File: config.mk
export PLATFORM = sky130hd
export DESIGN_NAME = epoch_to_calendar_weekday_unit
export DESIGN_NICKNAME = d
export VERILOG_FILES = /design/src/design/ectw_pkg.sv /design/src/design/epoch_to_calendar_weekday_unit.sv /design/src/design/ectw_time_split.sv /design/src/design/ectw_date_calc.sv
export SDC_FILE = /design/constraint.sdc
export NUM_CORES = 2
export LEC_CHECK = 0
export CAP_MARGIN = 40
export CORE_AREA = 3 3 385 387
export CTS_BUF_LIST = sky130_fd_sc_hd__clkbuf_8
export CTS_CLUSTER_DIAMETER = 50
export DETAILED_ROUTE_END_ITERATION = 10
export DIE_AREA = 0 0 388 390
export DONT_BUFFER_PORTS = 1
export PLACE_DENSITY = 0.56
export SLEW_MARGIN = 10
export SYNTH_ARGS = -nofsm -noshare
export SYNTH_HDL_FRONTEND = slang
export SYNTH_SLANG_ARGS = --single-unit
File: constraint.sdc
create_clock -name clk -period 8 [get_ports clk]
set_input_delay 0.8 -clock clk [delete_from_list [all_inputs] [get_ports clk]]
set_output_delay 0.8 -clock clk [all_outputs]
set_load 0.03 [all_outputs]
File: src/design/ectw_pkg.sv
`timescale 1ns / 1ps

package ectw_pkg;

	// Time-of-day fields that travel beside the date pipeline.
	typedef struct packed {
		logic [4:0] hour;
		logic [5:0] minute;
		logic [5:0] second;
	} tod_t;

	// Reciprocals for exact division by constants: q = (x * M) >> K.
	// Each one has been checked against the largest operand it ever sees.
	localparam logic [30:0] RECIP_15_K34   = 31'd1145324613;  // t/4 by 15
	localparam logic [25:0] RECIP_15_K29   = 26'd35791395;    // minutes/4 by 15
	localparam logic [17:0] RECIP_3_K19    = 18'd174763;      // hours/8 by 3
	localparam logic [26:0] RECIP_7305_K39 = 27'd75257470;    // year estimate
	localparam logic [29:0] RECIP_E_K34    = 30'd561416000;   // 1000 / 30601
	localparam logic [24:0] RECIP_E601_K25 = 25'd20166555;    // 601 / 1000
	localparam logic [15:0] RECIP_E26_K14  = 16'd42614;       // 26 / 10
	localparam logic [12:0] RECIP_100_K19  = 13'd5243;        // by 100
	localparam logic [10:0] RECIP_7_K13    = 11'd1171;        // by 7

	localparam logic [18:0] JD_A_OFFSET = 19'd102032;
	localparam logic [18:0] JD_A_STEP1  = 19'd146097;
	localparam logic [18:0] JD_A_STEP2  = 19'd292194;
	localparam logic [21:0] JD_B_OFFSET = 22'd2442113;
	localparam logic [25:0] JD_C_OFFSET = 26'd2442;
	localparam logic [12:0] YEAR_BASE   = 13'd4716;
	localparam logic [12:0] YEAR_BASE_N = 13'd4715;

	// Stages the time of day waits between the split and the calendar output.
	localparam int TOD_DELAY = 8;

endpackage

File: src/design/epoch_to_calendar_weekday_unit.sv
`timescale 1ns / 1ps

// Channel   Handshake          Payload
// --------  -----------------  ----------------------------------------------
// input     start / busy       epoch_seconds
// result    done (one cycle)   year_value month_value day_value hour_value
//                              minute_value second_value day_of_week
//
// One beat is taken in every cycle: busy is always low.
// A beat accepted at a clock edge is strobed on done once it has passed the
// thirteen register stages of the divide and calendar pipeline.
// Reset clears only the valid bits, so no result is strobed until a beat passes.
// The receiver cannot stall, so the pipeline never holds and never drops a beat.

module epoch_to_calendar_weekday_unit
	import ectw_pkg::*;
(
	input  logic        clk,
	input  logic        arst_n,
	input  logic        start,
	output logic        busy,
	input  logic [31:0] epoch_seconds,
	output logic        done,
	output logic [11:0] year_value,
	output logic [3:0]  month_value,
	output logic [4:0]  day_value,
	output logic [4:0]  hour_value,
	output logic [5:0]  minute_value,
	output logic [5:0]  second_value,
	output logic [2:0]  day_of_week
);

	logic        valid_s5;
	logic [15:0] days_s5;
	tod_t        tod_s5;
	tod_t        tod_dly [TOD_DELAY];

	assign busy = 1'b0;

	ectw_time_split u_time_split (
		.clk           (clk),
		.arst_n        (arst_n),
		.in_valid      (start),
		.epoch_seconds (epoch_seconds),
		.valid_s5      (valid_s5),
		.days_s5       (days_s5),
		.tod_s5        (tod_s5)
	);

	ectw_date_calc u_date_calc (
		.clk       (clk),
		.arst_n    (arst_n),
		.valid_s5  (valid_s5),
		.days_s5   (days_s5),
		.valid_s13 (done),
		.year_s13  (year_value),
		.month_s13 (month_value),
		.day_s13   (day_value),
		.wday_s13  (day_of_week)
	);

	// The time of day is ready long before the date, so it waits here.
	always_ff @(posedge clk) begin
		tod_dly[0] <= tod_s5;
		for (int i = 1; i < TOD_DELAY; i++) begin
			tod_dly[i] <= tod_dly[i-1];
		end
	end

	assign hour_value   = tod_dly[TOD_DELAY-1].hour;
	assign minute_value = tod_dly[TOD_DELAY-1].minute;
	assign second_value = tod_dly[TOD_DELAY-1].second;

endmodule

File: src/design/ectw_time_split.sv
`timescale 1ns / 1ps

module ectw_time_split
	import ectw_pkg::*;
(
	input  logic        clk,
	input  logic        arst_n,
	input  logic        in_valid,
	input  logic [31:0] epoch_seconds,
	output logic        valid_s5,
	output logic [15:0] days_s5,
	output tod_t        tod_s5
);

	logic        valid_s1, valid_s2, valid_s3, valid_s4;
	logic [31:0] t_s1, t_s2;
	logic [26:0] q1_s2, q1_s3;
	logic [20:0] q2_s3, q2_s4;
	logic [15:0] days_s4;
	logic [5:0]  sec_s3, sec_s4, min_s4;

	logic [60:0] prod1;
	logic [50:0] prod2;
	logic [35:0] prod3;
	logic [31:0] q1x60;
	logic [26:0] q2x60;
	logic [20:0] daysx24;
	logic [31:0] sec_full;
	logic [26:0] min_full;
	logic [20:0] hour_full;

	always_ff @(posedge clk or negedge arst_n) begin
		if (!arst_n) begin
			valid_s1 <= 1'b0;
			valid_s2 <= 1'b0;
			valid_s3 <= 1'b0;
			valid_s4 <= 1'b0;
			valid_s5 <= 1'b0;
		end else begin
			valid_s1 <= in_valid;
			valid_s2 <= valid_s1;
			valid_s3 <= valid_s2;
			valid_s4 <= valid_s3;
			valid_s5 <= valid_s4;
		end
	end

	// Division by 60 is a shift by two and a multiply by the reciprocal of 15.
	assign prod1    = 61'(t_s1[31:2]) * 61'(RECIP_15_K34);
	assign q1x60    = 32'(q1_s2) * 32'd60;
	assign sec_full = t_s2 - q1x60;
	assign prod2    = 51'(q1_s2[26:2]) * 51'(RECIP_15_K29);
	assign q2x60    = 27'(q2_s3) * 27'd60;
	assign min_full = q1_s3 - q2x60;
	assign prod3    = 36'(q2_s3[20:3]) * 36'(RECIP_3_K19);
	assign daysx24  = 21'(days_s4) * 21'd24;
	assign hour_full = q2_s4 - daysx24;

	always_ff @(posedge clk) begin
		t_s1    <= epoch_seconds;
		t_s2    <= t_s1;
		q1_s2   <= prod1[60:34];
		q1_s3   <= q1_s2;
		q2_s3   <= prod2[49:29];
		sec_s3  <= sec_full[5:0];
		q2_s4   <= q2_s3;
		days_s4 <= prod3[34:19];
		sec_s4  <= sec_s3;
		min_s4  <= min_full[5:0];
		days_s5 <= days_s4;
		tod_s5.hour   <= hour_full[4:0];
		tod_s5.minute <= min_s4;
		tod_s5.second <= sec_s4;
	end

endmodule

File: src/design/ectw_date_calc.sv
`timescale 1ns / 1ps

module ectw_date_calc
	import ectw_pkg::*;
(
	input  logic        clk,
	input  logic        arst_n,
	input  logic        valid_s5,
	input  logic [15:0] days_s5,
	output logic        valid_s13,
	output logic [11:0] year_s13,
	output logic [3:0]  month_s13,
	output logic [4:0]  day_s13,
	output logic [2:0]  wday_s13
);

	logic        valid_s6, valid_s7, valid_s8, valid_s9, valid_s10, valid_s11, valid_s12;
	logic [21:0] b_s6, b_s7, b_s8;
	logic [25:0] x_s7;
	logic [12:0] c_s8, c_s9, c_s10;
	logic [8:0]  d_s9, d_s10;
	logic [4:0]  e_s10;
	logic [4:0]  f_s11, f_s12;
	logic [11:0] year_s11, year_s12;
	logic [3:0]  month_s11, month_s12;
	logic [11:0] ywk_s11;
	logic [5:0]  cent_s11;
	logic [6:0]  t26_s11;
	logic [8:0]  h_s12;

	logic [18:0] a_arg;
	logic [4:0]  a_val;
	logic [21:0] b_next;
	logic [25:0] x_next;
	logic [52:0] prod_c;
	logic [21:0] d_full;
	logic [38:0] prod_e;
	logic [29:0] prod_e601;
	logic [8:0]  f_full;
	logic [12:0] year_lo, year_hi;
	logic [24:0] prod_cent;
	logic [20:0] prod_t26;
	logic [11:0] yoc_full;
	logic [6:0]  yoc;
	logic [8:0]  h_next;
	logic [9:0]  z_val;
	logic [20:0] prod_q7;
	logic [9:0]  wd_full;

	always_ff @(posedge clk or negedge arst_n) begin
		if (!arst_n) begin
			valid_s6  <= 1'b0;
			valid_s7  <= 1'b0;
			valid_s8  <= 1'b0;
			valid_s9  <= 1'b0;
			valid_s10 <= 1'b0;
			valid_s11 <= 1'b0;
			valid_s12 <= 1'b0;
			valid_s13 <= 1'b0;
		end else begin
			valid_s6  <= valid_s5;
			valid_s7  <= valid_s6;
			valid_s8  <= valid_s7;
			valid_s9  <= valid_s8;
			valid_s10 <= valid_s9;
			valid_s11 <= valid_s10;
			valid_s12 <= valid_s11;
			valid_s13 <= valid_s12;
		end
	end

	// The century correction term only ever lands on 15, 16 or 17 for a 16-bit
	// day count, so two compares replace the division.
	assign a_arg  = {1'b0, days_s5, 2'b00} + JD_A_OFFSET;
	assign a_val  = 5'd15 + 5'(a_arg >= JD_A_STEP1) + 5'(a_arg >= JD_A_STEP2);
	assign b_next = 22'(days_s5) + JD_B_OFFSET + 22'(a_val) - 22'(a_val[4:2]);

	assign x_next = 26'(b_s6) * 26'd20 - JD_C_OFFSET;
	assign prod_c = 53'(x_s7) * 53'(RECIP_7305_K39);

	assign d_full = b_s8 - 22'(c_s8) * 22'd365 - 22'(c_s8[12:2]);

	// e = floor(d * 1000 / 30601), folded into one constant multiply.
	assign prod_e = 39'(d_s9) * 39'(RECIP_E_K34);

	assign prod_e601 = 30'(e_s10) * 30'(RECIP_E601_K25);
	assign f_full    = d_s10 - 9'(e_s10) * 9'd30 - 9'(prod_e601[29:25]);
	assign year_lo   = c_s10 - YEAR_BASE;
	assign year_hi   = c_s10 - YEAR_BASE_N;

	// The weekday congruence always sees the March-based year and month, that is
	// year c - 4716 and month e - 1, so (month + 1) is e itself.
	assign prod_cent = 25'(year_lo[11:0]) * 25'(RECIP_100_K19);
	assign prod_t26  = 21'(e_s10) * 21'(RECIP_E26_K14);

	assign yoc_full = ywk_s11 - 12'(cent_s11) * 12'd100;
	assign yoc      = yoc_full[6:0];
	assign h_next   = 9'(f_s11) + 9'(t26_s11) + 9'(yoc) + 9'(yoc[6:2])
		+ 9'(cent_s11) * 9'd5 + 9'(cent_s11[5:2]);

	// Saturday is zero in the congruence; the offset of five and the added one move Monday to one.
	assign z_val   = 10'(h_s12) + 10'd5;
	assign prod_q7 = 21'(z_val) * 21'(RECIP_7_K13);
	assign wd_full = z_val - 10'(prod_q7[20:13]) * 10'd7 + 10'd1;

	always_ff @(posedge clk) begin
		b_s6  <= b_next;
		b_s7  <= b_s6;
		x_s7  <= x_next;
		b_s8  <= b_s7;
		c_s8  <= prod_c[51:39];
		c_s9  <= c_s8;
		d_s9  <= d_full[8:0];
		c_s10 <= c_s9;
		d_s10 <= d_s9;
		e_s10 <= prod_e[38:34];
		f_s11 <= f_full[4:0];
		if (e_s10 <= 5'd13) begin
			year_s11  <= year_lo[11:0];
			month_s11 <= 4'(e_s10 - 5'd1);
		end else begin
			year_s11  <= year_hi[11:0];
			month_s11 <= 4'(e_s10 - 5'd13);
		end
		ywk_s11   <= year_lo[11:0];
		cent_s11  <= prod_cent[24:19];
		t26_s11   <= prod_t26[20:14];
		f_s12     <= f_s11;
		year_s12  <= year_s11;
		month_s12 <= month_s11;
		h_s12     <= h_next;
		day_s13   <= f_s12;
		year_s13  <= year_s12;
		month_s13 <= month_s12;
		wday_s13  <= wd_full[2:0];
	end

endmodule
; ---- Word-level counts from Yosys, hierarchy flattened
; Memories as Yosys holds them, arrays and structs flattened.
; Cells that the tools add are included.
[classes]
addsub = 27
mul = 18
div_mod_pow = 0
order_cmp = 3
eq_ne = 0
n_shift = 0
n_mux = 2
bitwise_logic = 0
n_reduce_logical = 0
[op_table]
columns = operator, n
row1 = $mul A30 B31 Y61 const B, 1
row2 = $mul A26 B26 Y51 const B, 1
row3 = $mul A25 B26 Y50 const B, 1
row4 = $mul A18 B18 Y35 const B, 1
row5 = $mul A9 B24 Y33 const B, 1
row6 = $mul A5 B25 Y30 const B, 1
row7 = $mul A27 B4 Y4 const B, 1
row8 = $sub A26 B12 Y26 const B, 1
row9 = $mul A12 B13 Y25 const B, 1
row10 = $mul A22 B3 Y24 const B, 1
row11 = $sub A12 B10 Y12 const B, 2
row12 = $add A16 B22 Y22 const B, 1
row13 = $add A22 B5 Y22, 1
row14 = $sub A22 B3 Y22, 1
row15 = $mul A10 B11 Y21 const B, 1
row16 = $mul A21 B4 Y4 const B, 1
row17 = $mul A5 B15 Y20 const B, 1
row18 = $add A18 B17 Y19 const B, 1
row19 = $ge A19 B18 Y1 const B, 1
row20 = $ge A19 B19 Y1 const B, 1
row21 = $sub A9 B9 Y9, 2
row22 = $mul A16 B2 Y2 const B, 1
row23 = $sub A5 B5 Y5, 3
row24 = $mul A13 B9 Y9 const B, 1
row25 = 21 further kinds, 22
[word_totals]
regBits = 394
latchBits = 0
ram_bits = 136
rom_bits = 0
in_bits = 35
output_inout_bits = 43
n_memories = 1
[memory_table]
columns = name, words, word_bits, rd, rd_clocked_by_memory_dff, wr, line
row1 = tod_dly, 8, 17, 8, 0, 8, epoch_to_calendar_weekday_unit.sv:36  ; tod_t tod_dly [TOD_DELAY];

; ---- Depth between registers and ports, before layout
[depth]
depth_word = 6
mapped_depth = 28
depth_no_buf = 28

; ---- Modules after synthesis
; A second synthesis with hierarchy kept.
[hier_totals]
hier_cells = 5523
area_unflattened_um2 = 56912.1
[modules_own_cells]
columns = mod, instances, cells_per_inst, area_each_um2, seq_area_each_um2
row1 = ectw_date_calc, 1, 3064, 30342.9, 4404.2
row2 = ectw_time_split, 1, 2321, 23835.4, 3408.3
row3 = epoch_to_calendar_weekday_unit, 1, 138, 2733.9, 2722.6

; ---- Least setup slack after synthesis
; OpenSTA, ideal clock, no wires.
[synth_timing]
path_kind = register to register
start = register u_date_calc.x_s7[13]
end = register u_date_calc.c_s8[5]
setup_time_ps = 119
t_arrival_ps = 6305
required_time_ps = 7881
slack_ps = 1576
path_stages_with_launch = 24
path_buffers = 0
synth_period_minus_slack_ps = 6424
cell_sequence = dfxtp_1 > fa_1 > fa_1 > inv_1 > fa_1 > inv_1 > fa_1 > inv_1 > fa_1 > inv_1 > fa_1 > inv_1 > fa_1 > inv_1 > ha_1 > nand3_1 > nor3_1 > nand2_1 > a2111oi_0 > a211oi_1 > a21boi_0 > o21ai_0 > nor2b_1 > xnor2_1
[synth_via]
elab_chain_len = 1
[synth_rtl]
columns = item, line
row1 = "start, declared", ectw_date_calc.sv:19  ; logic [25:0] x_s7;
row2 = "start signal, assigned", ectw_date_calc.sv:109  ; x_s7 <= x_next;
row3 = $mul A26 B26 Y51, ectw_date_calc.sv:79  ; assign prod_c = 53'(x_s7) * 53'(RECIP_7305_K39);
row4 = via u_date_calc.prod_c[44], ectw_date_calc.sv:35  ; logic [52:0] prod_c;
row5 = "end signal, assigned", ectw_date_calc.sv:111  ; c_s8 <= prod_c[51:39];
row6 = "end, declared", ectw_date_calc.sv:20  ; logic [12:0] c_s8, c_s9, c_s10;
; The timed path passes the listed nets, and every way through them passes these cells.

; ---- Final worst setup path
[layout_timing]
start = register u_date_calc.x_s7[17]
end = register u_date_calc.c_s8[5]
; Same word-level chain as after synthesis.

==> impl_metrics.tcl <==
set metrics [dict create \
    cp_max_fo 11 \
    setup_viol 0 \
    synth.area.top_cells "ha_1, fa_1, dfxtp_1" \
    grt_pass1_wl_um 191300 \
    hpwl_um 98030 \
    fp.dieH_um 390 \
    cts_made_buffers 98 \
    cts_root_buf "clkbuf_8" \
    grt_use_total_pct 15.63 \
    hold_start "tod_dly[0][64]$_DFF_P_" \
    grt_pass1_vias 37500 \
    cts_tree "done" \
    core_mm2 0.1452 \
    final_cell_mix "inv_1, ha_1, fa_1, dfxtp_1, a21oi_1" \
    clock-skew-final_ps 32.35 \
    drt_pass1_iterations 8 \
    cts_buffer_depth 3 \
    synth-seq-area-share_pct 18.66 \
    synth_edf_count 0 \
    rr_worst_depth 23 \
    synth_seq_cells 523 \
    timing.rr.start "u_date_calc.x_s7[17]$_DFF_P_" \
    hold_path_class "flop to flop" \
    antenna_found_initial 3 \
    r2r_setup_slack_ps 750 \
    worstPathArrival_ps 7950 \
    cp-end-kind "flop" \
    status "finished clean" \
    fin_crit_sh_pct 90.66 \
    path_clk_slew_ps 60 \
    fin_crit_ps 7253 \
    cts.sinks 523 \
    synth-async-reset-ratio_pct 2.486 \
    syn_nets 7540 \
    regToRegEndpoint "u_date_calc.c_s8[5]$_DFF_P_" \
    start_util_pct 38.88 \
    maxSlewViolCount 0 \
    fin_nets 7663 \
    ys_warn_count 0 \
    criticalPathCategory "flop to flop" \
    whs_endpoint "tod_dly[1][13]$_DFF_P_" \
    vias 34810 \
    wl_per_cell_um 15.00 \
    nFillCells 14000 \
    startpoint_type "flop" \
    cap_violations 0 \
    final_common_cell "inv_1" \
    syn_area_mm2 0.05646 \
    synth_cell_types 85 \
    die_x_um 388 \
    cts_setup_buffers 0 \
    max_freq_mhz 137.9 \
    worstPathRequired_ps 8700 \
    final_layout_size_suffix_gt1_share_pct 3.962 \
    grt_max_degree 14 \
    port_buffers 0 \
    cts-resized-gates 0 \
    io_pins 78 \
    first_iter_violations 1331 \
    areaGrowthSynthToFinish_pct 9.038 \
    detail-route-antenna-nets 0 \
    clk_latency_ps 780 \
    gp_congestion 0.8801 \
    worstHoldPathCells 0 \
    grt-ovfl-total 0 \
    die_area_mm2 0.1513 \
    tns_ps 0 \
    synth_area_per_cell_um2 10.41 \
    rows 140 \
    tightest_slew_ps 806.0 \
    drc 0 \
    hold_viol 0 \
    synth_top_area_share_pct 28.90 \
    cts.htree.levels 3 \
    slew_headroom_pct 46.19 \
    synth_flop_cell "dfxtp_1" \
    finalWirelength_um 113300 \
    rsz0062_at_grt "no" \
    yosysTopAreaCell "ha_1" \
    vias_per_cell 4.611 \
    syn_inst 5423 \
]
-- layout make-up --
cell class	count	area (um^2)	area share, %
clock inverters	62	750.7	1.219
clock buffers	120	1652	2.683
diodes	4	10.01	0.01626
multi-input cells	3401	40230	65.35
well taps	1917	2399	3.896
repair buffers	51	465.4	0.7561
flip-flops and latches	523	10540	17.11
inverters	1471	5522	8.969
-- layer usage --
| layer | vias to the layer above | global-route usage (%) | part of all wire (%) |
|---|---|---|---|
| li1 | 17480 | - | - |
| met4 | 0 | 4.409 | 2.7 |
| met2 | 371 | 26.23 | 47 |
| met3 | 162 | 2.566 | 3.2 |
| met5 | - | 0 | 0 |
| met1 | 16800 | 20.80 | 47 |
-- registers in the layout, indices dropped and copies added, names as in the netlist, 12 cells and up --
register / count
tod_dly: 136
u_time_split.t_s1: 32
u_time_split.q1_s2: 27
u_date_calc.x_s7: 24
u_time_split.q2_s3: 21
u_date_calc.b_s6: 18
u_time_split.tod_s5: 17
u_time_split.days_s4: 16
u_time_split.days_s5: 16
u_date_calc.c_s10: 12
u_date_calc.c_s8: 12
u_date_calc.c_s9: 12
u_date_calc.year_s11: 12
u_date_calc.year_s12: 12
u_date_calc.year_s13: 12
-- critical path, stage by stage (launching register included) --
cell and delay, ps:
dfxtp_1 840, ha_1 280, inv_1 60, fa_1 530, inv_1 60, fa_1 560
inv_1 60, fa_1 500, inv_1 50, fa_1 470, fa_1 550, inv_1 60
fa_1 530, inv_1 40, ha_1 330, a211oi_1 270, o21bai_1 140, a21oi_1 190
o221ai_1 170, a211oi_1 600, a21boi_0 270, o21ai_0 300, nor2b_1 200, xnor2_1 140
-- timing repair --
item | CTS | global route
endpoints found under the setup margin | 0 | 0
hold buffers | 34 | 0
hold endpoints to repair | 46 | 0
-- through the flow --
stage                     cells  setup slack, ps  instance area, um^2  hold slack [ps]  util (%)
after floorplan            5423             1576                56460            309.6         -
final                      7549            746.8                61560            320.1     42.39
after detailed placement   7329            707.8                58810            312.1     40.50
after global routing       7548            224.8                61560            323.6     42.39
after global placement     7327            777.1                58800            309.5     40.49
after CTS                  7545            635.3                61550            315.6     42.39
-- synthesized netlist by cell type, types with 21 or more instances --
master and count:
nand2b_1 21, xor2_1 74, a21oi_1 176, ha_1 1304
a21o_1 71, and3_1 23, o21bai_1 25, nor3_1 37
xnor2_1 169, inv_1 1471, o21ai_0 103, nand4_1 26
a211oi_1 24, o211ai_1 27, dfxtp_1 510, nand3_1 55
a31oi_1 22, fa_1 778, nor2_1 136, nand2_1 116
o21a_1 25
-- logic make-up after synthesis --
family	Yosys count	synth area share (%)
other cells	2	0.01330
xor+xnor	243	3.770
buf+inv	1499	10.09
mux	5	0.09972
compound gates	577	6.609
simple gates	492	4.275
flops	523	18.66
fa+ha+maj	2082	56.49
-- how the worst max path moves through the flow --
stage,start,endpoint,slack [ps],cells after the start
2_1_floorplan,u_date_calc.x_s7[13]$_DFF_P_,u_date_calc.c_s8[5]$_DFF_P_,1580,23
3_3_place_gp,u_date_calc.x_s7[17]$_DFF_P_,u_date_calc.c_s8[6]$_DFF_P_,780,23
3_5_place_dp,u_date_calc.x_s7[12]$_DFF_P_,u_date_calc.c_s8[5]$_DFF_P_,710,23
4_1_cts,u_date_calc.x_s7[17]$_DFF_P_,u_date_calc.c_s8[11]$_DFF_P_,640,23
5_1_grt,u_date_calc.x_s7[17]$_DFF_P_,u_date_calc.c_s8[5]$_DFF_P_,220,23
6_report,u_date_calc.x_s7[17]$_DFF_P_,u_date_calc.c_s8[5]$_DFF_P_,750,23
Power is left out: the tool's default activity adds up to more than one toggle a clock period on the data nets, which glitch-free logic cannot reach.
